--- config.mk ---
export PLATFORM = sky130hd
export DESIGN_NAME = udp_packet_reflector_core_flat
export DESIGN_NICKNAME = d
export VERILOG_FILES = /design/src/hw/rtl/upr_pkg.sv /design/src/hw/rtl/upr_stream_if.sv /design/src/hw/rtl/udp_packet_reflector_core.sv /design/src/hw/rtl/upr_front.sv /design/src/hw/rtl/upr_queue.sv /design/src/hw/rtl/upr_back.sv /design/src/flat_wrapper.sv
export SDC_FILE = /design/constraint.sdc
export NUM_CORES = 1
export LEC_CHECK = 0
export BUFFER_PORTS_ARGS = -buffer_cell sky130_fd_sc_hd__clkbuf_2
export CAP_MARGIN = 30
export CORE_MARGIN = 2
export CORE_UTILIZATION = 62
export CTS_CLUSTER_DIAMETER = 50
export CTS_CLUSTER_SIZE = 25
export DETAILED_ROUTE_END_ITERATION = 8
export PLACE_DENSITY_LB_ADDON = 0.2
export SLEW_MARGIN = 10
export SYNTH_ARGS = -nofsm -noshare
export SYNTH_HDL_FRONTEND = slang
export SYNTH_SLANG_ARGS = --single-unit
export TNS_END_PERCENT = 50
--- constraint.sdc ---
create_clock -name clk -period 7.7 [get_ports clk]
set_clock_uncertainty 0.2 [all_clocks]
set_input_delay 1.54 -clock clk [delete_from_list [all_inputs] [get_ports clk]]
set_output_delay 1.54 -clock clk [all_outputs]
set_load 0.03 [all_outputs]
--- src/hw/rtl/upr_pkg.sv ---
// Shared types, constants and helper functions of the UDP packet reflector.
`timescale 1ns / 1ps
`default_nettype none
package upr_pkg;

  // Header buffering geometry
  localparam int HDR_LEN    = 45;
  localparam int DECIDE_POS = 44;
  localparam int MIN_LEN    = 42;

  typedef logic [5:0] pos_t;

  // Frame verdict codes
  localparam logic [1:0] V_PASS    = 2'd0;
  localparam logic [1:0] V_REFLECT = 2'd1;
  localparam logic [1:0] V_DROP    = 2'd2;
  localparam logic [1:0] V_UNDEC   = 2'd3;

  // Command kinds passed from front to back
  localparam logic [1:0] K_BYTE = 2'd0;  // one frame byte after the decision
  localparam logic [1:0] K_HDR  = 2'd1;  // replay of the buffered header
  localparam logic [1:0] K_MARK = 2'd2;  // drop marker

  // Configuration register indexes
  localparam logic REG_BLOCKED_PORT = 1'b0;
  localparam logic REG_DNS_PORT     = 1'b1;

  localparam logic [15:0] BLOCKED_PORT_RST = 16'd443;
  localparam logic [15:0] DNS_PORT_RST     = 16'd53;

  // Command queue geometry
  localparam int QDEPTH = 4;
  localparam int QAW    = $clog2(QDEPTH);

  typedef struct packed {
    logic [1:0]  kind;
    logic [1:0]  verdict;
    logic        last;
    pos_t        pos;
    logic [15:0] aux;   // byte for K_BYTE, new checksum for K_HDR
  } cmd_t;

  typedef struct packed {
    logic       en;
    pos_t       addr;
    logic [7:0] data;
  } hdr_wr_t;

  // Source byte of a reflected header: MACs, IPs and ports swapped
  function automatic pos_t hdr_map(input pos_t i);
    pos_t r;
    if (i < 6'd6)                       r = i + 6'd6;
    else if (i < 6'd12)                 r = i - 6'd6;
    else if (i >= 6'd26 && i < 6'd30)   r = i + 6'd4;
    else if (i >= 6'd30 && i < 6'd34)   r = i - 6'd4;
    else if (i == 6'd34 || i == 6'd35)  r = i + 6'd2;
    else if (i == 6'd36 || i == 6'd37)  r = i - 6'd2;
    else                                r = i;
    return r;
  endfunction

  // 10/8, 127/8, 172.16/12, 192.168/16
  function automatic logic is_private(input logic [7:0] a, input logic [7:0] b);
    return (a == 8'd10) || (a == 8'd127) || ((a == 8'd172) && (b[7:4] == 4'h1)) ||
           ((a == 8'd192) && (b == 8'd168));
  endfunction

endpackage
`default_nettype wire

--- src/hw/rtl/upr_stream_if.sv ---
// Valid/ready stream interfaces for the reflector's input and result channels.
`timescale 1ns / 1ps
`default_nettype none
interface upr_in_if;
  logic       valid;
  logic       ready;
  logic [7:0] data_byte;
  logic       frame_last;
  modport source (output valid, output data_byte, output frame_last, input ready);
  modport sink   (input valid, input data_byte, input frame_last, output ready);
endinterface

interface upr_out_if;
  logic        valid;
  logic        ready;
  logic [7:0]  out_byte;
  logic        run_last;
  logic        frame_end;
  logic [1:0]  verdict;
  logic [63:0] reflect_total;
  modport source (output valid, output out_byte, output run_last, output frame_end,
                  output verdict, output reflect_total, input ready);
  modport sink   (input valid, input out_byte, input run_last, input frame_end,
                  input verdict, input reflect_total, output ready);
endinterface
`default_nettype wire

--- src/hw/rtl/udp_packet_reflector_core.sv ---
// UDP packet reflector: top level joining front end, command queue and back end.
//
// The block takes an Ethernet frame one byte per request on in_s (frame_last on the
// final byte) and returns result requests on out_s. The first 45 bytes are buffered;
// the frame is decided at byte 44 or at its last byte, then the buffered header is
// replayed, rewritten if reflected, and later bytes follow one result per byte.
// A dropped frame yields a single marker at its last byte.
// A passed-on byte goes through the command queue, the read stage and the output
// register before its result is valid.
// Throughput: one byte per cycle on both sides while the queue is not full, no header
// replay is pending and the receiver is ready; the back end replays up to 45 header
// bytes from one read port of the header buffer. The first byte of the next frame
// waits until that replay has read the buffer completely.
// cfg_we writes blocked_port (index 0) or dns_port (index 1).
// Reset (rst_n low, synchronous) empties the queue, clears the reflect counter and
// restores the port registers to 443 and 53. When the result receiver stalls, the
// output register and read stage hold, the 4-entry queue fills and in_s.ready drops.
`timescale 1ns / 1ps
`default_nettype none
module udp_packet_reflector_core (
  input  wire logic    clk,
  input  wire logic    rst_n,
  input  wire logic    cfg_we,
  input  wire logic    cfg_index,
  input  wire logic [15:0] cfg_data,
  upr_in_if.sink       in_s,
  upr_out_if.source    out_s
);
  import upr_pkg::*;

  cmd_t    push_cmd, pop_cmd;
  hdr_wr_t hdr_wr;
  logic    push_en, pop_en, q_full, q_empty, run_done;

  upr_front u_front (
    .clk           (clk),
    .rst_n         (rst_n),
    .cfg_we        (cfg_we),
    .cfg_index     (cfg_index),
    .cfg_data      (cfg_data),
    .in_valid      (in_s.valid),
    .in_data_byte  (in_s.data_byte),
    .in_frame_last (in_s.frame_last),
    .in_ready      (in_s.ready),
    .q_full        (q_full),
    .push_en       (push_en),
    .push_cmd      (push_cmd),
    .run_done      (run_done),
    .hdr_wr        (hdr_wr)
  );

  upr_queue u_queue (
    .clk      (clk),
    .rst_n    (rst_n),
    .push_en  (push_en),
    .push_cmd (push_cmd),
    .full     (q_full),
    .pop_en   (pop_en),
    .pop_cmd  (pop_cmd),
    .empty    (q_empty)
  );

  upr_back u_back (
    .clk               (clk),
    .rst_n             (rst_n),
    .hdr_wr            (hdr_wr),
    .pop_cmd           (pop_cmd),
    .q_empty           (q_empty),
    .pop_en            (pop_en),
    .run_done          (run_done),
    .out_valid         (out_s.valid),
    .out_ready         (out_s.ready),
    .out_byte          (out_s.out_byte),
    .out_run_last      (out_s.run_last),
    .out_frame_end     (out_s.frame_end),
    .out_verdict       (out_s.verdict),
    .out_reflect_total (out_s.reflect_total)
  );

endmodule
`default_nettype wire

--- src/hw/rtl/upr_front.sv ---
// Front end: accepts frame bytes, captures header fields, decides the frame, issues commands.
`timescale 1ns / 1ps
`default_nettype none
module upr_front (
  input  wire logic           clk,
  input  wire logic           rst_n,
  input  wire logic           cfg_we,
  input  wire logic           cfg_index,
  input  wire logic [15:0]    cfg_data,
  input  wire logic           in_valid,
  input  wire logic [7:0]     in_data_byte,
  input  wire logic           in_frame_last,
  output logic                in_ready,
  input  wire logic           q_full,
  output logic                push_en,
  output upr_pkg::cmd_t       push_cmd,
  input  wire logic           run_done,
  output upr_pkg::hdr_wr_t    hdr_wr
);
  import upr_pkg::*;

  logic [15:0] blocked_r, dns_r;
  pos_t        pos_r, pos_nxt;
  logic [1:0]  verdict_r, verdict_nxt;
  logic        hdr_pend_r, hdr_pend_nxt;

  // Captured header fields
  logic [15:0] etype_r, frag_r, csum_r, sport_r, dport_r;
  logic [7:0]  ttl_r, proto_r;
  logic [31:0] src_r, dst_r;

  logic        accept, undec, decide_now;
  logic [1:0]  v;
  logic [15:0] m, mn, new_csum;
  logic [17:0] s1;
  logic [16:0] s2;
  logic [15:0] s3;

  assign undec      = (verdict_r == V_UNDEC);
  assign in_ready   = !q_full && !(undec && hdr_pend_r);
  assign accept     = in_valid && in_ready;
  assign decide_now = undec && ((pos_r == pos_t'(DECIDE_POS)) || in_frame_last);

  // Configuration registers
  always_ff @(posedge clk) begin
    if (!rst_n) begin
      blocked_r <= BLOCKED_PORT_RST;
      dns_r     <= DNS_PORT_RST;
    end else if (cfg_we) begin
      case (cfg_index)
        REG_BLOCKED_PORT: blocked_r <= cfg_data;
        REG_DNS_PORT:     dns_r     <= cfg_data;
        default: ;
      endcase
    end
  end

  // Field capture by byte offset
  always_ff @(posedge clk) begin
    if (accept && undec) begin
      case (pos_r)
        6'd12: etype_r[15:8]  <= in_data_byte;
        6'd13: etype_r[7:0]   <= in_data_byte;
        6'd20: frag_r[15:8]   <= in_data_byte;
        6'd21: frag_r[7:0]    <= in_data_byte;
        6'd22: ttl_r          <= in_data_byte;
        6'd23: proto_r        <= in_data_byte;
        6'd24: csum_r[15:8]   <= in_data_byte;
        6'd25: csum_r[7:0]    <= in_data_byte;
        6'd26: src_r[31:24]   <= in_data_byte;
        6'd27: src_r[23:16]   <= in_data_byte;
        6'd28: src_r[15:8]    <= in_data_byte;
        6'd29: src_r[7:0]     <= in_data_byte;
        6'd30: dst_r[31:24]   <= in_data_byte;
        6'd31: dst_r[23:16]   <= in_data_byte;
        6'd32: dst_r[15:8]    <= in_data_byte;
        6'd33: dst_r[7:0]     <= in_data_byte;
        6'd34: sport_r[15:8]  <= in_data_byte;
        6'd35: sport_r[7:0]   <= in_data_byte;
        6'd36: dport_r[15:8]  <= in_data_byte;
        6'd37: dport_r[7:0]   <= in_data_byte;
        default: ;
      endcase
    end
  end

  // Verdict; once the frame is long enough the current byte holds no checked field
  // except the DNS flags byte at the decision position.
  always_comb begin
    v = V_REFLECT;
    if (pos_r < pos_t'(MIN_LEN - 1))                         v = V_PASS;
    else if (etype_r != 16'h0800 || proto_r != 8'd17)        v = V_PASS;
    else if ((frag_r & 16'h1FFF) != 16'h0000)                v = V_DROP;
    else if (src_r == dst_r)                                 v = V_PASS;
    else if (is_private(src_r[31:24], src_r[23:16]) ||
             is_private(dst_r[31:24], dst_r[23:16]))         v = V_PASS;
    else if (dport_r == blocked_r)                           v = V_PASS;
    else if (sport_r == dns_r && pos_r == pos_t'(DECIDE_POS) &&
             in_data_byte[7])                                v = V_PASS;
    else if (ttl_r <= 8'd1)                                  v = V_DROP;
  end

  // Incremental checksum update on the TTL/protocol word
  always_comb begin
    m        = {ttl_r, proto_r};
    mn       = {ttl_r - 8'd1, proto_r};
    s1       = {2'b00, ~csum_r} + {2'b00, ~m} + {2'b00, mn};
    s2       = {1'b0, s1[15:0]} + {15'd0, s1[17:16]};
    s3       = s2[15:0] + {15'd0, s2[16]};
    new_csum = ~s3;
  end

  // Command generation and frame state
  always_comb begin
    pos_nxt      = pos_r;
    verdict_nxt  = verdict_r;
    hdr_pend_nxt = hdr_pend_r && !run_done;
    push_en      = 1'b0;
    push_cmd     = '{kind: K_BYTE, verdict: verdict_r, last: in_frame_last,
                     pos: pos_r, aux: {8'd0, in_data_byte}};
    hdr_wr       = '{en: 1'b0, addr: pos_r, data: in_data_byte};
    if (accept) begin
      if (undec) begin
        hdr_wr.en = 1'b1;
        if (decide_now) begin
          if (v == V_DROP) begin
            push_en       = in_frame_last;
            push_cmd.kind = K_MARK;
          end else begin
            push_en        = 1'b1;
            push_cmd.kind  = K_HDR;
            push_cmd.aux   = new_csum;
            hdr_pend_nxt   = 1'b1;
          end
          push_cmd.verdict = v;
          verdict_nxt      = v;
        end else begin
          pos_nxt = pos_r + 6'd1;
        end
      end else begin
        if (verdict_r == V_DROP) begin
          push_en       = in_frame_last;
          push_cmd.kind = K_MARK;
        end else begin
          push_en = 1'b1;
        end
      end
      if (in_frame_last) begin
        pos_nxt     = '0;
        verdict_nxt = V_UNDEC;
      end
    end
  end

  always_ff @(posedge clk) begin
    if (!rst_n) begin
      pos_r      <= '0;
      verdict_r  <= V_UNDEC;
      hdr_pend_r <= 1'b0;
    end else begin
      pos_r      <= pos_nxt;
      verdict_r  <= verdict_nxt;
      hdr_pend_r <= hdr_pend_nxt;
    end
  end

endmodule
`default_nettype wire

--- src/hw/rtl/upr_queue.sv ---
// Small command FIFO between the front and back ends.
`timescale 1ns / 1ps
`default_nettype none
module upr_queue (
  input  wire logic          clk,
  input  wire logic          rst_n,
  input  wire logic          push_en,
  input  upr_pkg::cmd_t      push_cmd,
  output logic               full,
  input  wire logic          pop_en,
  output upr_pkg::cmd_t      pop_cmd,
  output logic               empty
);
  import upr_pkg::*;

  cmd_t              slot_r [QDEPTH];
  logic [QAW-1:0]    wp_r, rp_r;
  logic [QAW:0]      cnt_r;

  assign full    = (cnt_r == (QAW+1)'(QDEPTH));
  assign empty   = (cnt_r == '0);
  assign pop_cmd = slot_r[rp_r];

  always_ff @(posedge clk) begin
    if (push_en) slot_r[wp_r] <= push_cmd;
  end

  // Pointers and fill count
  always_ff @(posedge clk) begin
    if (!rst_n) begin
      wp_r  <= '0;
      rp_r  <= '0;
      cnt_r <= '0;
    end else begin
      if (push_en) wp_r <= wp_r + QAW'(1);
      if (pop_en)  rp_r <= rp_r + QAW'(1);
      case ({push_en, pop_en})
        2'b10:   cnt_r <= cnt_r + (QAW+1)'(1);
        2'b01:   cnt_r <= cnt_r - (QAW+1)'(1);
        default: cnt_r <= cnt_r;
      endcase
    end
  end

endmodule
`default_nettype wire

--- src/hw/rtl/upr_back.sv ---
// Back end: header buffer, header replay sequencer, reflect counter and output register.
`timescale 1ns / 1ps
`default_nettype none
module upr_back (
  input  wire logic           clk,
  input  wire logic           rst_n,
  input  upr_pkg::hdr_wr_t    hdr_wr,
  input  upr_pkg::cmd_t       pop_cmd,
  input  wire logic           q_empty,
  output logic                pop_en,
  output logic                run_done,
  output logic                out_valid,
  input  wire logic           out_ready,
  output logic [7:0]          out_byte,
  output logic                out_run_last,
  output logic                out_frame_end,
  output logic [1:0]          out_verdict,
  output logic [63:0]         out_reflect_total
);
  import upr_pkg::*;

  // Byte source select of the read stage
  localparam logic [1:0] SEL_DIRECT = 2'd0;
  localparam logic [1:0] SEL_MEM    = 2'd1;
  localparam logic [1:0] SEL_DEC    = 2'd2;

  logic [7:0]  hdr_mem [HDR_LEN];
  logic [7:0]  rd_data_r;
  logic        rd_en;
  pos_t        rd_addr;

  // Replay sequencer
  logic        run_act_r, run_act_nxt;
  pos_t        run_idx_r, run_idx_nxt, run_pos_r;
  logic [1:0]  run_verdict_r;
  logic        run_last_r;
  logic [15:0] run_csum_r;
  logic        run_start;

  logic [63:0] count_r, count_nxt;

  // Read stage
  logic        s1_valid_r, s1_valid_nxt, s1_load;
  logic [1:0]  s1_sel_r, s1_sel_nxt;
  logic [7:0]  s1_byte_r, s1_byte_nxt;
  logic        s1_rl_r, s1_rl_nxt, s1_fe_r, s1_fe_nxt;
  logic [1:0]  s1_verdict_r, s1_verdict_nxt;
  logic [63:0] s1_total_r;

  logic        out_valid_r, out_adv, s1_free, reflect, fin;
  logic [7:0]  s1_out_byte;

  // Header buffer: one write port from the front, one registered read port
  always_ff @(posedge clk) begin
    if (hdr_wr.en) hdr_mem[hdr_wr.addr] <= hdr_wr.data;
  end

  always_ff @(posedge clk) begin
    if (rd_en) rd_data_r <= hdr_mem[rd_addr];
  end

  assign out_adv = !out_valid_r || out_ready;
  assign s1_free = !s1_valid_r || out_adv;
  assign reflect = (run_verdict_r == V_REFLECT);
  assign fin     = (run_idx_r == run_pos_r);

  // Sequencing: header replay first, otherwise take the next command
  always_comb begin
    rd_en          = 1'b0;
    rd_addr        = reflect ? hdr_map(run_idx_r) : run_idx_r;
    pop_en         = 1'b0;
    run_start      = 1'b0;
    run_done       = 1'b0;
    run_act_nxt    = run_act_r;
    run_idx_nxt    = run_idx_r;
    count_nxt      = count_r;
    s1_load        = 1'b0;
    s1_sel_nxt     = SEL_DIRECT;
    s1_byte_nxt    = pop_cmd.aux[7:0];
    s1_rl_nxt      = 1'b1;
    s1_fe_nxt      = pop_cmd.last;
    s1_verdict_nxt = pop_cmd.verdict;
    if (s1_free) begin
      if (run_act_r) begin
        s1_load        = 1'b1;
        rd_en          = 1'b1;
        s1_sel_nxt     = SEL_MEM;
        s1_rl_nxt      = fin;
        s1_fe_nxt      = fin && run_last_r;
        s1_verdict_nxt = run_verdict_r;
        if (reflect) begin
          if (run_idx_r == 6'd22) begin
            s1_sel_nxt = SEL_DEC;
          end else if (run_idx_r == 6'd24) begin
            s1_sel_nxt  = SEL_DIRECT;
            s1_byte_nxt = run_csum_r[15:8];
          end else if (run_idx_r == 6'd25) begin
            s1_sel_nxt  = SEL_DIRECT;
            s1_byte_nxt = run_csum_r[7:0];
          end
          if (run_idx_r == '0) count_nxt = count_r + 64'd1;
        end
        if (fin) begin
          run_act_nxt = 1'b0;
          run_done    = 1'b1;
        end else begin
          run_idx_nxt = run_idx_r + 6'd1;
        end
      end else if (!q_empty) begin
        pop_en = 1'b1;
        case (pop_cmd.kind)
          K_HDR: begin
            run_start   = 1'b1;
            run_act_nxt = 1'b1;
            run_idx_nxt = '0;
          end
          K_MARK: begin
            s1_load        = 1'b1;
            s1_byte_nxt    = 8'd0;
            s1_fe_nxt      = 1'b1;
            s1_verdict_nxt = V_DROP;
          end
          default: begin
            s1_load = 1'b1;
          end
        endcase
      end
    end
    s1_valid_nxt = s1_load ? 1'b1 : (out_adv ? 1'b0 : s1_valid_r);
  end

  always_ff @(posedge clk) begin
    if (!rst_n) begin
      run_act_r   <= 1'b0;
      count_r     <= '0;
      s1_valid_r  <= 1'b0;
      out_valid_r <= 1'b0;
    end else begin
      run_act_r   <= run_act_nxt;
      count_r     <= count_nxt;
      s1_valid_r  <= s1_valid_nxt;
      if (out_adv) out_valid_r <= s1_valid_r;
    end
  end

  // Payload registers
  always_ff @(posedge clk) begin
    run_idx_r <= run_idx_nxt;
    if (run_start) begin
      run_pos_r     <= pop_cmd.pos;
      run_verdict_r <= pop_cmd.verdict;
      run_last_r    <= pop_cmd.last;
      run_csum_r    <= pop_cmd.aux;
    end
    if (s1_load) begin
      s1_sel_r     <= s1_sel_nxt;
      s1_byte_r    <= s1_byte_nxt;
      s1_rl_r      <= s1_rl_nxt;
      s1_fe_r      <= s1_fe_nxt;
      s1_verdict_r <= s1_verdict_nxt;
      s1_total_r   <= count_nxt;
    end
    if (out_adv && s1_valid_r) begin
      out_byte          <= s1_out_byte;
      out_run_last      <= s1_rl_r;
      out_frame_end     <= s1_fe_r;
      out_verdict       <= s1_verdict_r;
      out_reflect_total <= s1_total_r;
    end
  end

  // Byte selection after the buffer read
  always_comb begin
    case (s1_sel_r)
      SEL_MEM: s1_out_byte = rd_data_r;
      SEL_DEC: s1_out_byte = rd_data_r - 8'd1;
      default: s1_out_byte = s1_byte_r;
    endcase
  end

  assign out_valid = out_valid_r;

endmodule
`default_nettype wire

--- src/flat_wrapper.sv ---
// flat-port wrapper written by rule: the top's interface ports become plain ports
module udp_packet_reflector_core_flat import upr_pkg::*;
  (clk, rst_n, cfg_we, cfg_index, cfg_data, in_s_valid, in_s_data_byte, in_s_frame_last, in_s_ready, out_s_valid, out_s_out_byte, out_s_run_last, out_s_frame_end, out_s_verdict, out_s_reflect_total, out_s_ready);
  upr_in_if in_s_i ();
  upr_out_if out_s_i ();
  input  wire logic clk;
  input  wire logic rst_n;
  input  wire logic cfg_we;
  input  wire logic cfg_index;
  input  wire logic [15:0] cfg_data;
  input wire logic [$bits(in_s_i.valid)-1:0] in_s_valid;
  input wire logic [$bits(in_s_i.data_byte)-1:0] in_s_data_byte;
  input wire logic [$bits(in_s_i.frame_last)-1:0] in_s_frame_last;
  output wire logic [$bits(in_s_i.ready)-1:0] in_s_ready;
  output wire logic [$bits(out_s_i.valid)-1:0] out_s_valid;
  output wire logic [$bits(out_s_i.out_byte)-1:0] out_s_out_byte;
  output wire logic [$bits(out_s_i.run_last)-1:0] out_s_run_last;
  output wire logic [$bits(out_s_i.frame_end)-1:0] out_s_frame_end;
  output wire logic [$bits(out_s_i.verdict)-1:0] out_s_verdict;
  output wire logic [$bits(out_s_i.reflect_total)-1:0] out_s_reflect_total;
  input wire logic [$bits(out_s_i.ready)-1:0] out_s_ready;
  assign in_s_i.valid = in_s_valid;
  assign in_s_i.data_byte = in_s_data_byte;
  assign in_s_i.frame_last = in_s_frame_last;
  assign in_s_ready = in_s_i.ready;
  assign out_s_valid = out_s_i.valid;
  assign out_s_out_byte = out_s_i.out_byte;
  assign out_s_run_last = out_s_i.run_last;
  assign out_s_frame_end = out_s_i.frame_end;
  assign out_s_verdict = out_s_i.verdict;
  assign out_s_reflect_total = out_s_i.reflect_total;
  assign out_s_i.ready = out_s_ready;
  udp_packet_reflector_core u_core (.clk(clk), .rst_n(rst_n), .cfg_we(cfg_we), .cfg_index(cfg_index), .cfg_data(cfg_data), .in_s(in_s_i), .out_s(out_s_i));
endmodule
Word level (Yosys, flattened, before mapping) --
Memory sizes are Yosys's and may differ from the RTL's. A register that Yosys moved wholly into a read port is not among the register bits. Cells that the tools add are included.
Cells by class: add/subtract/negate cells 19, $mul 0, div/mod/pow operators 0, magnitude comparators 8, equal/unequal tests 60, shift operators 0, multiplexer cells 98, bitwise gates (word level) 4, reductions and logical operators 69
Operators with widths (count):
- two-way mux 64 bit | 4
- == test 6 x 5 -> 1 bit (second input constant) | 15
- two-way mux 6 bit | 14
- == test 6 bit (second input constant) | 11
- adder 64 x 1 -> 64 bit (second input constant) | 1
- two-way mux 16 bit | 4
- two-way mux 8 bit | 8
- == test 8 bit (second input constant) | 6
- inverter 16 bit | 3
- AND reduction 2 bit | 23
- two-way mux 2 bit | 22
- two-way mux 1 bit | 42
- == test 16 bit | 2
- == test 32 bit | 1
- adder 17 x 16 -> 18 bit | 1
- adder 16 x 16 -> 17 bit | 1
- adder 16 x 2 -> 17 bit | 1
- adder 16 x 1 -> 16 bit | 1
- == test 8 x 4 -> 1 bit (second input constant) | 2
- == test 8 x 7 -> 1 bit (second input constant) | 2
- logical AND 1 bit | 16
- inequality test 16 x 12 -> 1 bit (second input constant) | 1
- case mux 8 bit (2 select lines) | 1
- nonzero test 16 bit | 1
- other kinds (34) | 75
Storage, ports and cells: bits in registers 457, latch bits 0, bits in writable memories 468, bits in read-only memories 0, output and inout bits 78, memories 2
Memory list:
- u_core.u_back.hdr_mem | words 45, bits a word 8, read ports 1, clocked after Yosys merged registers in 1, write ports 1, line upr_back.sv:27 | logic [7:0] hdr_mem [HDR_LEN];
- u_core.u_queue.slot_r | words 4, bits a word 27, read ports 1, clocked after Yosys merged registers in 1, write ports 1, line upr_queue.sv:16 | cmd_t slot_r [QDEPTH];

Longest topological paths before layout --
Gate-level depths: netlist (run 1).
depth after elaboration 17, depth in mapped cells 28, gate-level depth less buffers 28

Cells and area by module --
From an unflattened synthesis (run 1), not the netlist that was laid out.
Unflattened totals: cells, all modules 2664, area, all modules 39588.0 µm²
Modules (own cells, without submodules):
- upr_back | times used 1, cells an instance 1627, area an instance 25241.7 µm², sequential area each 17947.2 µm²
- upr_front | times used 1, cells an instance 850, area an instance 9952.0 µm², sequential area each 5535.3 µm²
- upr_queue | times used 1, cells an instance 187, area an instance 4394.2 µm², sequential area each 3423.3 µm²

Least setup slack after synthesis (run 1) --
Ideal clock, no wire load.
kind input-to-reg, start in out_s_ready, end reg u_core.u_back.s1_byte_r[0], enable pin, setup time 542 ps, arrival time 5767 ps, data required time 6958 ps, path slack 1190 ps, stages on the path 4, path buffers 1, cell sequence nand3b_1 -> nand2_1 -> clkbuf_1 -> a21oi_1
On the way: cells in the longest elaborated chain, start to end 3
RTL lines:
- from (decl) | line flat_wrapper.sv:21 | input wire logic [$bits(out_s_i.ready)-1:0] out_s_ready;
- logical OR 1 bit | line upr_back.sv:62 | assign out_adv = !out_valid_r || out_ready;
- logical OR 1 bit | line upr_back.sv:63 | assign s1_free = !s1_valid_r || out_adv;
- two-way mux 1 bit | line upr_back.sv:83 | if (s1_free) begin
- via u_core.u_back.s1_load | line upr_back.sv:43 | logic s1_valid_r, s1_valid_nxt, s1_load;
- to (signal assigned) | line upr_back.sv:157 | s1_byte_r <= s1_byte_nxt;
- to (decl) | line upr_back.sv:45 | logic [7:0] s1_byte_r, s1_byte_nxt;
The timed path passes the listed nets, and every way through them passes these cells. A chain may end at the register's enable or synchronous reset.

==> impl_metrics.env, run 1 <==
export IMPL_cts_clk_slew_worst_paths_ns=0.09
export IMPL_dp_cells=3332
export IMPL_syn_area_um2=38500
export IMPL_synth_most_common_cell="edfxtp_1"
export IMPL_h_tree_depth=3
export IMPL_cts_tree="built"
export IMPL_cts_root_buffer="clkbuf_16"
export IMPL_pre_cts_ws_ns=0.814
export IMPL_hp_class="flip-flop to flip-flop"
export IMPL_vias=21000
export IMPL_start_kind="flip-flop"
export IMPL_vias_per_cell=6.02
export IMPL_slowest_stage="edfxtp_1"
export IMPL_worstSkewPairLatency_ns=0.63
export IMPL_core_um2=61600
export IMPL_avgRoutedWirePerCell_um=22.5
export IMPL_cellLeakagePower_nw=14.7
export IMPL_seq_area_um2=26900
export IMPL_yosysWarningCount=0
export IMPL_status="finished clean"
export IMPL_area_growth_pct=11.6
export IMPL_wl_um=78300
export IMPL_ys_seq_elements=935
export IMPL_io_pins=109
export IMPL_numCtsBuffers=80
export IMPL_grt_max_degree=114
export IMPL_drtPass1Iterations=7
export IMPL_finalSetupViolCount=0
export IMPL_crit_arrival_ns=7.15
export IMPL_setup_ws_ns=0.744
export IMPL_netlist_instances=2442
export IMPL_post_route_period_util_pct=90.3
export IMPL_dp_hpwl_um=50300
export IMPL_finalNonFillerCells=3486
export IMPL_drive_gt1_share_pct=18.5
export IMPL_rsz0062_at_grt="false"
export IMPL_grt_pass1_vias=21100
export IMPL_met2_usage_pct=41.7
export IMPL_hold_viol=0
export IMPL_die_area_um2=64200
export IMPL_synthArstFlopShare_pct=0
export IMPL_cpPeakStageDelay_ns=0.48
export IMPL_tns_ns=0
export IMPL_nets=2680
export IMPL_synth_top_area_share_pct=63.8
export IMPL_power_density_nw_per_um2=313
export IMPL_start_util_pct=62.6
export IMPL_end_kind="flip-flop"
export IMPL_track_usage_pct=25.1
export IMPL_synth_edff_count=818
export IMPL_ir_drop_uv=270
export IMPL_place_gp_congestion=0.907
export IMPL_post_cts_resized=0
export IMPL_io_buffers=108
export IMPL_fp_row_count=91
export IMPL_nFillCells=3928
export IMPL_synth_flop_cell="edfxtp_1"
export IMPL_tightest_slew_ns=0.936
export IMPL_clk_path_buf_depth=3
export IMPL_ant_nets=0
export IMPL_reg2reg_slack_ns=0.74
export IMPL_multi_input_area_um2=11100
export IMPL_drc=0
export IMPL_crit_required_ns=7.89
export IMPL_globalRouteMet1Util_pct=34.6
export IMPL_cts_setup_buffers=0
export IMPL_utilization_pct=69.8
export IMPL_fmax_mhz=144
export IMPL_fp_dieH_um=253
export IMPL_post_synth_num_cell_types=86
export IMPL_post_route_min_period_ns=6.96
export IMPL_grt_pass1_wl_um=122000
export IMPL_die_x_um=253
export IMPL_ys_seq_area_share_pct=69.8
export IMPL_syn_area_per_cell_um2=15.8
export IMPL_yosysTopAreaCell="edfxtp_1"
export IMPL_hold_slack_ns=0.208
export IMPL_cp_max_fo=7
export IMPL_cpMostUsedCell="ha_1"
export IMPL_synth_nets=2540
export IMPL_busiest_layer="met2"
export IMPL_ys_top_cells_by_count="818 x edfxtp_1, 189 x nand2_1, 130 x nor2_1, 117 x dfxtp_1, 115 x mux4_2"
export IMPL_cts_sinks=935
export IMPL_worst_setup_path_type="flip-flop to flip-flop"
export IMPL_use_met3_pct=3.43
export IMPL_grt_overflow=0
export IMPL_drt_iter0_markers=1856
export IMPL_slew_viol_final=0
export IMPL_synthTopCellsByArea="edfxtp_1 64%, mux4_2 6.7%, dfxtp_1 6.1%"
export IMPL_slew_headroom_pct=37.4
export IMPL_cap_violations=0
export IMPL_ctsHoldBuffers=0
export IMPL_antenna_found_initial=3
flip-flops by register name (all words and copies together), names as in the netlist, 32 cells and up, named ones only:
register,cells
u_core.u_front.dst_r,32
u_core.u_queue.slot_r,108
u_core.u_back.s1_total_r,64
u_core.u_front.src_r,32
u_core.u_back.count_r,64
u_core.u_back.out_reflect_total,64
u_core.u_back.hdr_mem,360
per-layer routing:
layer / wire (µm) / share of wire (%)
met5: 12 / 0.015
met3: 4680 / 6.0
met4: 1990 / 2.5
met1: 32800 / 42
met2: 38800 / 50
cells by family after synthesis:
| logic type | Yosys count | share of synthesized area (%) |
|---|---|---|
| AOI/OAI and AO/OA | 200 | 3.61 |
| xor gates and xnor gates | 192 | 4.42 |
| DFF | 935 | 69.8 |
| and+or+nand+nor | 726 | 9.91 |
| muxes | 178 | 8.48 |
| buffers and inverters | 144 | 1.51 |
| adders and majority gates | 67 | 2.23 |
report_power, final:
group / switching [W] / total, W / internal [W]
sequential: 0.000217 / 0.00644 / 0.00622
combinational: 0.00170 / 0.00266 / 0.000955
clock: 0.00209 / 0.00435 / 0.00226
total: 0.00401 / 0.0134 / 0.00944
placed cells by master (no fill, tap or decap), types with 44 or more instances in the layout:
cell | synthesis | final
clkbuf_2 | 0 | 108
nand2_1 | 189 | 189
nor2_1 | 130 | 130
nand3_1 | 56 | 56
edfxtp_1 | 818 | 818
and2_1 | 91 | 87
ha_1 | 64 | 64
inv_1 | 62 | 62
dfxtp_1 | 117 | 115
clkbuf_16 | 0 | 83
mux4_2 | 115 | 115
xor2_1 | 108 | 108
xnor2_1 | 81 | 81
o21ai_0 | 44 | 44
per-stage QoR:
step,total power [W],instance area (µm²)
after floorplan,0.00837,38500
after global placement,0.00913,40000
after detailed placement,0.00919,40000
after CTS,0.0135,42900
after global routing,0.0140,43000
final,0.0134,43000
final timing paths:
kind	startpoint	to	depth (start not counted)
worst max-delay path	u_core.u_front.ttl_r[0]	u_core.u_queue.slot_r[2][14]	27
worst min-delay path	u_core.u_back.s1_total_r[17]	u_core.u_back.out_reflect_total[17]	0
worst max register to register	u_core.u_front.ttl_r[0]	u_core.u_queue.slot_r[2][14]	27
worst min register to register	u_core.u_back.s1_total_r[17]	u_core.u_back.out_reflect_total[17]	0
worst max-delay path, delay by kind of cell (launching register included):
family / cells / cell delay (ns)
and+or+nand+nor: 9 / 2.14
AOI/OAI and AO/OA: 8 / 1.66
adders and majority gates: 5 / 1.32
DFF: 1 / 0.48
xor gates and xnor gates: 3 / 0.44
muxes: 1 / 0.38
buffers and inverters: 1 / 0.13
area by class of cell:
cell class / count / share of cell area, %
Sequential cell: 935 / 62.6
Multi-Input combinational cell: 1363 / 25.8
Clock buffer: 88 / 4.92
Tap cell: 837 / 2.44
Timing Repair Buffer: 139 / 1.93
Clock inverter: 60 / 1.83
Inverter: 63 / 0.550
Antenna cell: 1 / 0.00582
No activity file was read; power rests on OpenSTA's default activity.
==> run 2: changes to the inputs <==
--- a/config.mk
+++ b/config.mk
@@ -16,5 +16,6 @@
 export SLEW_MARGIN = 10
 export SYNTH_ARGS = -nofsm -noshare
 export SYNTH_HDL_FRONTEND = slang
+export SYNTH_HIERARCHICAL = 1
 export SYNTH_SLANG_ARGS = --single-unit
 export TNS_END_PERCENT = 50
==> run 2 against run 1 <==
- global-route usage is 0.099 points higher
- final area grew 2.2%
- die area is 2.7% higher
- critical path type unchanged
==> impl_metrics.env, run 2 <==
export IMPL_status="finished clean"
export IMPL_synth_flop_cell="edfxtp_1"
export IMPL_finalSetupViolCount=0
export IMPL_wl_um=82700
export IMPL_power_density_nw_per_um2=320
export IMPL_drtPass1Iterations=6
export IMPL_pwr_share_comb_pct=23.6
export IMPL_worstSkewPairLatency_ns=0.64
export IMPL_synth_most_common_cell="edfxtp_1"
export IMPL_h_tree_depth=3
export IMPL_synth_top_family_by_area="simple AND/OR/NAND/NOR gates"
export IMPL_numCtsBuffers=80
export IMPL_synth_nets=2762
export IMPL_cp_max_fo=6
export IMPL_cpMostUsedCell="ha_1"
export IMPL_fp_dieH_um=257
export IMPL_vias=22700
export IMPL_crit_arrival_ns=7.18
export IMPL_ys_top_cells_by_count="818 x edfxtp_1, 234 x nand2_1, 158 x nor2_1, 117 x dfxtp_1, 109 x xor2_1"
export IMPL_drt_iter0_markers=2103
export IMPL_regMostFlops="u_core/u_back/hdr_mem"
export IMPL_pre_cts_ws_ns=0.636
export IMPL_post_synth_num_cell_types=106
export IMPL_nFillCells=4176
export IMPL_cts_tree="built"
export IMPL_slowest_stage="a2111oi_0"
export IMPL_avgRoutedWirePerCell_um=22.4
export IMPL_antenna_found_initial=0
export IMPL_slew_viol_final=0
export IMPL_synth_edff_count=818
export IMPL_yosysTopAreaCell="edfxtp_1"
export IMPL_syn_area_um2=39600
export IMPL_track_usage_pct=25.2
export IMPL_p_int_w=0.00959
export IMPL_clk_path_buf_depth=3
export IMPL_slew_headroom_pct=31.9
export IMPL_fmax_mhz=144
export IMPL_die_x_um=257
export IMPL_sw_frac_of_total_pct=31.7
export IMPL_setup_ws_ns=0.736
export IMPL_io_buffers=108
export IMPL_dp_hpwl_um=52900
export IMPL_post_route_period_util_pct=90.4
export IMPL_yosys_area_share_simple_pct=10.3
export IMPL_antennaDiodeCount=0
export IMPL_tns_ns=0
export IMPL_cap_violations=0
export IMPL_synth_compound_area_share_pct=5.96
export IMPL_largest_reg_flops=360
export IMPL_power_frac_clock_pct=30.7
export IMPL_power_w=0.0141
export IMPL_final_cell_mix="818 x edfxtp_1, 234 x nand2_1, 157 x nor2_1"
export IMPL_grt_overflow=0
export IMPL_synth_mux_area_fraction_pct=6.87
export IMPL_hp_class="flip-flop to flip-flop"
export IMPL_vias_per_cell=6.14
export IMPL_grt_pass1_vias=22600
export IMPL_end_kind="flip-flop"
export IMPL_reg_top3="u_core/u_back/hdr_mem x360, u_core/u_queue/slot_r x108"
export IMPL_cts_sinks=935
export IMPL_synth_xor_area_share_pct=4.56
export IMPL_cpPeakStageDelay_ns=0.53
export IMPL_cts_root_buffer="clkbuf_16"
export IMPL_post_route_min_period_ns=6.96
export IMPL_crit_required_ns=7.92
export IMPL_rsz0062_at_grt="false"
export IMPL_grt_max_degree=81
export IMPL_syn_area_per_cell_um2=14.9
export IMPL_nets=2883
export IMPL_die_area_um2=65900
export IMPL_drive_gt1_share_pct=15.9
export IMPL_core_um2=63100
export IMPL_grt_pass1_wl_um=128000
export IMPL_ys_seq_elements=935
export IMPL_netSwitchingPower_w=0.00446
export IMPL_seqPwrFrac_pct=45.8
export IMPL_tightest_slew_ns=1.02
export IMPL_ir_drop_uv=234
export IMPL_final_common_cell="edfxtp_1"
export IMPL_area_growth_pct=11.0
export IMPL_io_pins=109
export IMPL_drc=0
export IMPL_netlist_instances=2664
export IMPL_fp_row_count=92
export IMPL_synthTopCellsByArea="edfxtp_1 62%, dfxtp_1 5.9%, mux4_2 4.0%"
export IMPL_start_util_pct=62.8
export IMPL_synth_top_area_share_pct=62.0
export IMPL_cellLeakagePower_nw=15.2
export IMPL_worst_setup_path_type="flip-flop to flip-flop"
export IMPL_place_gp_congestion=0.883
export IMPL_synthAdderAreaFrac_pct=2.17
export IMPL_ant_nets=0
export IMPL_ys_seq_area_share_pct=68.0
export IMPL_start_kind="flip-flop"
export IMPL_synthArstFlopShare_pct=0
export IMPL_cts_clk_slew_worst_paths_ns=0.08
export IMPL_hold_viol=0
export IMPL_ctsHoldBuffers=0
export IMPL_yosysWarningCount=6
-- run 2: cell count changes after synthesis, sizes merged, moves of 16 or more --
| cell | change |
|---|---|
| mux4 | -38 |
| a31oi | +26 |
| nor3b | -21 |
| mux2i | +46 |
| o22ai | +22 |
| buf | +32 |
| a221oi | +19 |
| nor2 | +29 |
| mux2 | -16 |
| nand2 | +46 |
-- run 2: repair_timing --
item                                    4_1_cts  5_1_grt
gates resized for setup                       0        1
setup buffers                                 0        0
endpoints found under the setup margin        0       36
-- run 2: critical path, delay by kind of cell, from the launching register on --
kind | cells | cell delay (ns)
mux | 1 | 0.29
fa+ha+maj | 5 | 1.24
xor+xnor | 2 | 0.32
flops | 1 | 0.45
buf+inv | 1 | 0.09
simple gates | 8 | 1.75
compound gates | 10 | 2.41
-- run 2: logic make-up after synthesis --
logic type	count (synthesis)
AOI/OAI and AO/OA	321
xor gates and xnor gates	201
adders and majority gates	67
buffers and inverters	170
DFF	935
muxes	170
and+or+nand+nor	800
-- run 2: routing by layer --
layer / wire length, µm / global-route usage (%) / share of wire (%)
met1: 33600 / 33.9 / 41
met3: 5780 / 4.22 / 7.0
met4: 2930 / 9.93 / 3.5
met5: 0 / 0 / 0
met2: 40400 / 41.5 / 49
-- run 2: power groups by stage --
stage	sequential, W	clock [W]	combinational [W]
6_report	0.00643	0.00431	0.00331
4_1_cts	0.00644	0.00439	0.00324
5_1_grt	0.00648	0.00458	0.00352
3_3_place_gp	0.00653	0	0.00314
2_1_floorplan	0.00675	0	0.00212
3_5_place_dp	0.00656	0	0.00322
-- run 2: through the flow --
stage | instances | cell area (µm²) | util (%) | hold WS (ns)
final | 3697 | 43900 | 69.6 | 0.212
after global routing | 3697 | 43900 | 69.6 | 0.217
after CTS | 3689 | 43800 | 69.4 | 0.215
after detailed placement | 3541 | 40900 | 64.8 | 0.205
after global placement | 3536 | 40800 | 64.7 | 0.202
after floorplan | 2664 | 39600 | - | 0.200
-- run 2: final timing paths --
| path | start | to | slack (ns) | cells past startpoint |
|---|---|---|---|---|
| hold / removal | u_core/u_back/s1_total_r[43] | u_core/u_back/out_reflect_total[43] | 0.21 | 0 |
| setup / recovery | u_core/u_front/proto_r[5] | u_core/u_queue/slot_r[0][15] | 0.74 | 27 |
| hold reg to reg | u_core/u_back/s1_total_r[43] | u_core/u_back/out_reflect_total[43] | 0.21 | 0 |
| setup reg to reg | u_core/u_front/proto_r[5] | u_core/u_queue/slot_r[0][15] | 0.74 | 27 |
-- run 2: area by class of cell --
class	count	area (µm²)	share of cell area [%]
Clock buffer	84	2040	4.64
Clock inverter	64	873	1.99
Inverter	57	214	0.487
Multi-Input combinational cell	1559	11900	27.0
Sequential cell	935	26900	61.2
Tap cell	846	1060	2.41
Timing Repair Buffer	152	963	2.19
==> run 3: changes to the inputs <==
--- a/config.mk
+++ b/config.mk
@@ -12,7 +12,7 @@
 export CTS_CLUSTER_DIAMETER = 50
 export CTS_CLUSTER_SIZE = 25
 export DETAILED_ROUTE_END_ITERATION = 8
-export PLACE_DENSITY_LB_ADDON = 0.2
+export PLACE_DENSITY = 0.79
 export SLEW_MARGIN = 10
 export SYNTH_ARGS = -nofsm -noshare
 export SYNTH_HDL_FRONTEND = slang
==> constraint.sdc (replaced) <==
create_clock -name clk -period 6.64 [get_ports clk]
set_clock_uncertainty 0.2 [all_clocks]
set_input_delay 1.328 -clock clk [delete_from_list [all_inputs] [get_ports clk]]
set_output_delay 1.328 -clock clk [all_outputs]
set_load 0.03 [all_outputs]
==> run 3 against run 2 <==
- the run now ends with design-rule violations left
- register-to-register slack lost 0.33 ns
- critical path depth up 1
- power rose by 16%
- highest routed layer unchanged
- wire length up 0.64%
- via count rose by 0.93%
- setup slack worse by 0.33 ns
- critical endpoint unchanged
- die area stayed put
- largest power group unchanged
- global-route usage rose by 0.083 points
- clock-buffer cell count grew 4
- sequential share of layout area shrank 0.086 points
==> impl_metrics.env, run 3 (synthesis results as in run 2) <==
export IMPL_status="finished, violations left"
export IMPL_violations="design-rule violations"
export IMPL_cp_num_cells=28
export IMPL_largest_reg_flops=360
export IMPL_grt_pass1_vias=23000
export IMPL_drive_gt1_share_pct=16.3
export IMPL_fmax_mhz=160
export IMPL_cp_max_fo=5
export IMPL_antenna_found_initial=0
export IMPL_power_density_nw_per_um2=369
export IMPL_cts_root_buffer="clkbuf_16"
export IMPL_vias_per_cell=6.18
export IMPL_die_x_um=257
export IMPL_core_um2=63100
export IMPL_final_common_cell="edfxtp_1"
export IMPL_crit_required_ns=6.81
export IMPL_post_route_period_util_pct=93.9
export IMPL_h_tree_depth=3
export IMPL_wl_um=83200
export IMPL_grt_overflow=0
export IMPL_end_kind="flip-flop"
export IMPL_slew_viol_final=0
export IMPL_reg_top3="u_core/u_back/hdr_mem x360, u_core/u_queue/slot_r x108"
export IMPL_cpMostUsedCell="ha_1"
export IMPL_cts_sinks=935
export IMPL_hp_class="flip-flop to flip-flop"
export IMPL_nFillCells=4131
export IMPL_tightest_slew_ns=1.09
export IMPL_fp_dieH_um=257
export IMPL_start_kind="flip-flop"
export IMPL_grt_max_degree=80
export IMPL_hold_depth=0
export IMPL_vias=22900
export IMPL_power_w=0.0163
export IMPL_hold_slack_ns=0.216
export IMPL_slew_headroom_pct=27.1
export IMPL_cellLeakagePower_nw=15.2
export IMPL_ant_nets=0
export IMPL_cpPeakStageDelay_ns=0.41
export IMPL_place_area_um2=40900
export IMPL_dp_hpwl_um=53000
export IMPL_start_util_pct=62.8
export IMPL_ctsHoldBuffers=0
export IMPL_io_pins=109
export IMPL_cts_clk_slew_worst_paths_ns=0.07
export IMPL_cts_tree="built"
export IMPL_place_gp_congestion=0.870
export IMPL_path_buf_inv=2
export IMPL_worstSkewPairLatency_ns=0.64
export IMPL_clk_path_buf_depth=3
export IMPL_cap_violations=0
export IMPL_io_buffers=108
export IMPL_hold_viol=0
export IMPL_antennaDiodeCount=0
export IMPL_regMostFlops="u_core/u_back/hdr_mem"
export IMPL_post_route_min_period_ns=6.23
export IMPL_drtPass1Iterations=8
export IMPL_worst_setup_path_type="flip-flop to flip-flop"
export IMPL_finalSetupViolCount=0
export IMPL_critPathTopFamily="compound AO/OA/AOI/OAI gates"
export IMPL_setup_ws_ns=0.407
export IMPL_drc=1
export IMPL_slowest_stage="edfxtp_1"
export IMPL_grt_pass1_wl_um=129000
export IMPL_drt_iter0_markers=2280
export IMPL_numCtsBuffers=80
export IMPL_crit_arrival_ns=6.40
export IMPL_area_growth_pct=11.1
export IMPL_ir_drop_uv=278
export IMPL_r2r_cells=28
export IMPL_die_area_um2=65900
export IMPL_fp_row_count=92
export IMPL_final_cell_mix="818 x edfxtp_1, 234 x nand2_1, 156 x nor2_1"
export IMPL_fin_area_um2=44000
export IMPL_pre_cts_ws_ns=0.0603
export IMPL_nets=2894
export IMPL_avgRoutedWirePerCell_um=22.4
export IMPL_track_usage_pct=25.3
-- run 3: changes by cell type in the layout (fill, tap and decap cells not counted), sizes merged --
| cell | delta |
|---|---|
| buf | +11 |
| clkinv | -5 |
| clkbuf | +4 |
| inv | +4 |
| bufinv | -1 |
| clkinvlp | -1 |
-- run 3: metrics by stage --
step	instances	utilization [%]	setup TNS (ns)
2_1_floorplan	2664	-	0
3_3_place_gp	3545	64.8	0
3_5_place_dp	3548	64.9	0
4_1_cts	3697	69.5	0
5_1_grt	3709	69.7	-0.243
6_report	3709	69.7	0
-- run 3: layout make-up --
cell class / count / area (µm²) / share of cell area [%]
Sequential cell: 935 / 26900 / 61.2
Inverter: 57 / 214 / 0.486
Clock inverter: 61 / 766 / 1.74
Clock buffer: 88 / 2120 / 4.81
Tap cell: 846 / 1060 / 2.41
Multi-Input combinational cell: 1559 / 11900 / 27.1
Timing Repair Buffer: 163 / 1020 / 2.32
-- run 3: path summary, 6_finish.rpt --
kind	startpoint	to	slack, ns
setup reg to reg	u_core/u_front/proto_r[1]	u_core/u_queue/slot_r[0][15]	0.41
hold reg to reg	u_core/u_back/s1_total_r[29]	u_core/u_back/out_reflect_total[29]	0.22
hold / removal	u_core/u_back/s1_total_r[29]	u_core/u_back/out_reflect_total[29]	0.22
setup / recovery	u_core/u_front/proto_r[1]	u_core/u_queue/slot_r[0][15]	0.41
-- run 3: per-layer routing --
layer / wire length [µm] / GRT usage, %
met4: 2780 / 9.66
met5: 0 / 0
met3: 6010 / 3.79
met1: 33300 / 34.0
met2: 41200 / 42.1
-- run 3: power breakdown --
group / switching [W] / internal [W] / leakage [nW]
registers: 0.000254 / 0.00720 / 8.42
clock network: 0.00237 / 0.00260 / 1.39
logic: 0.00250 / 0.00133 / 5.39
-- run 3: repair_timing --
action	CTS	global route
resized for setup	1	8
gates cloned	0	0
setup buffers	0	4
pin swaps	0	5
endpoints found under the setup margin	4	40
-- run 3: worst reg2reg max path: cells and delay by family (launching register included) --
family	cells	cell delay [ns]
muxes	1	0.20
and+or+nand+nor	10	1.71
AOI/OAI and AO/OA	9	1.88
xor gates and xnor gates	1	0.17
adders and majority gates	5	1.27
DFF	1	0.41
buffers and inverters	2	0.12
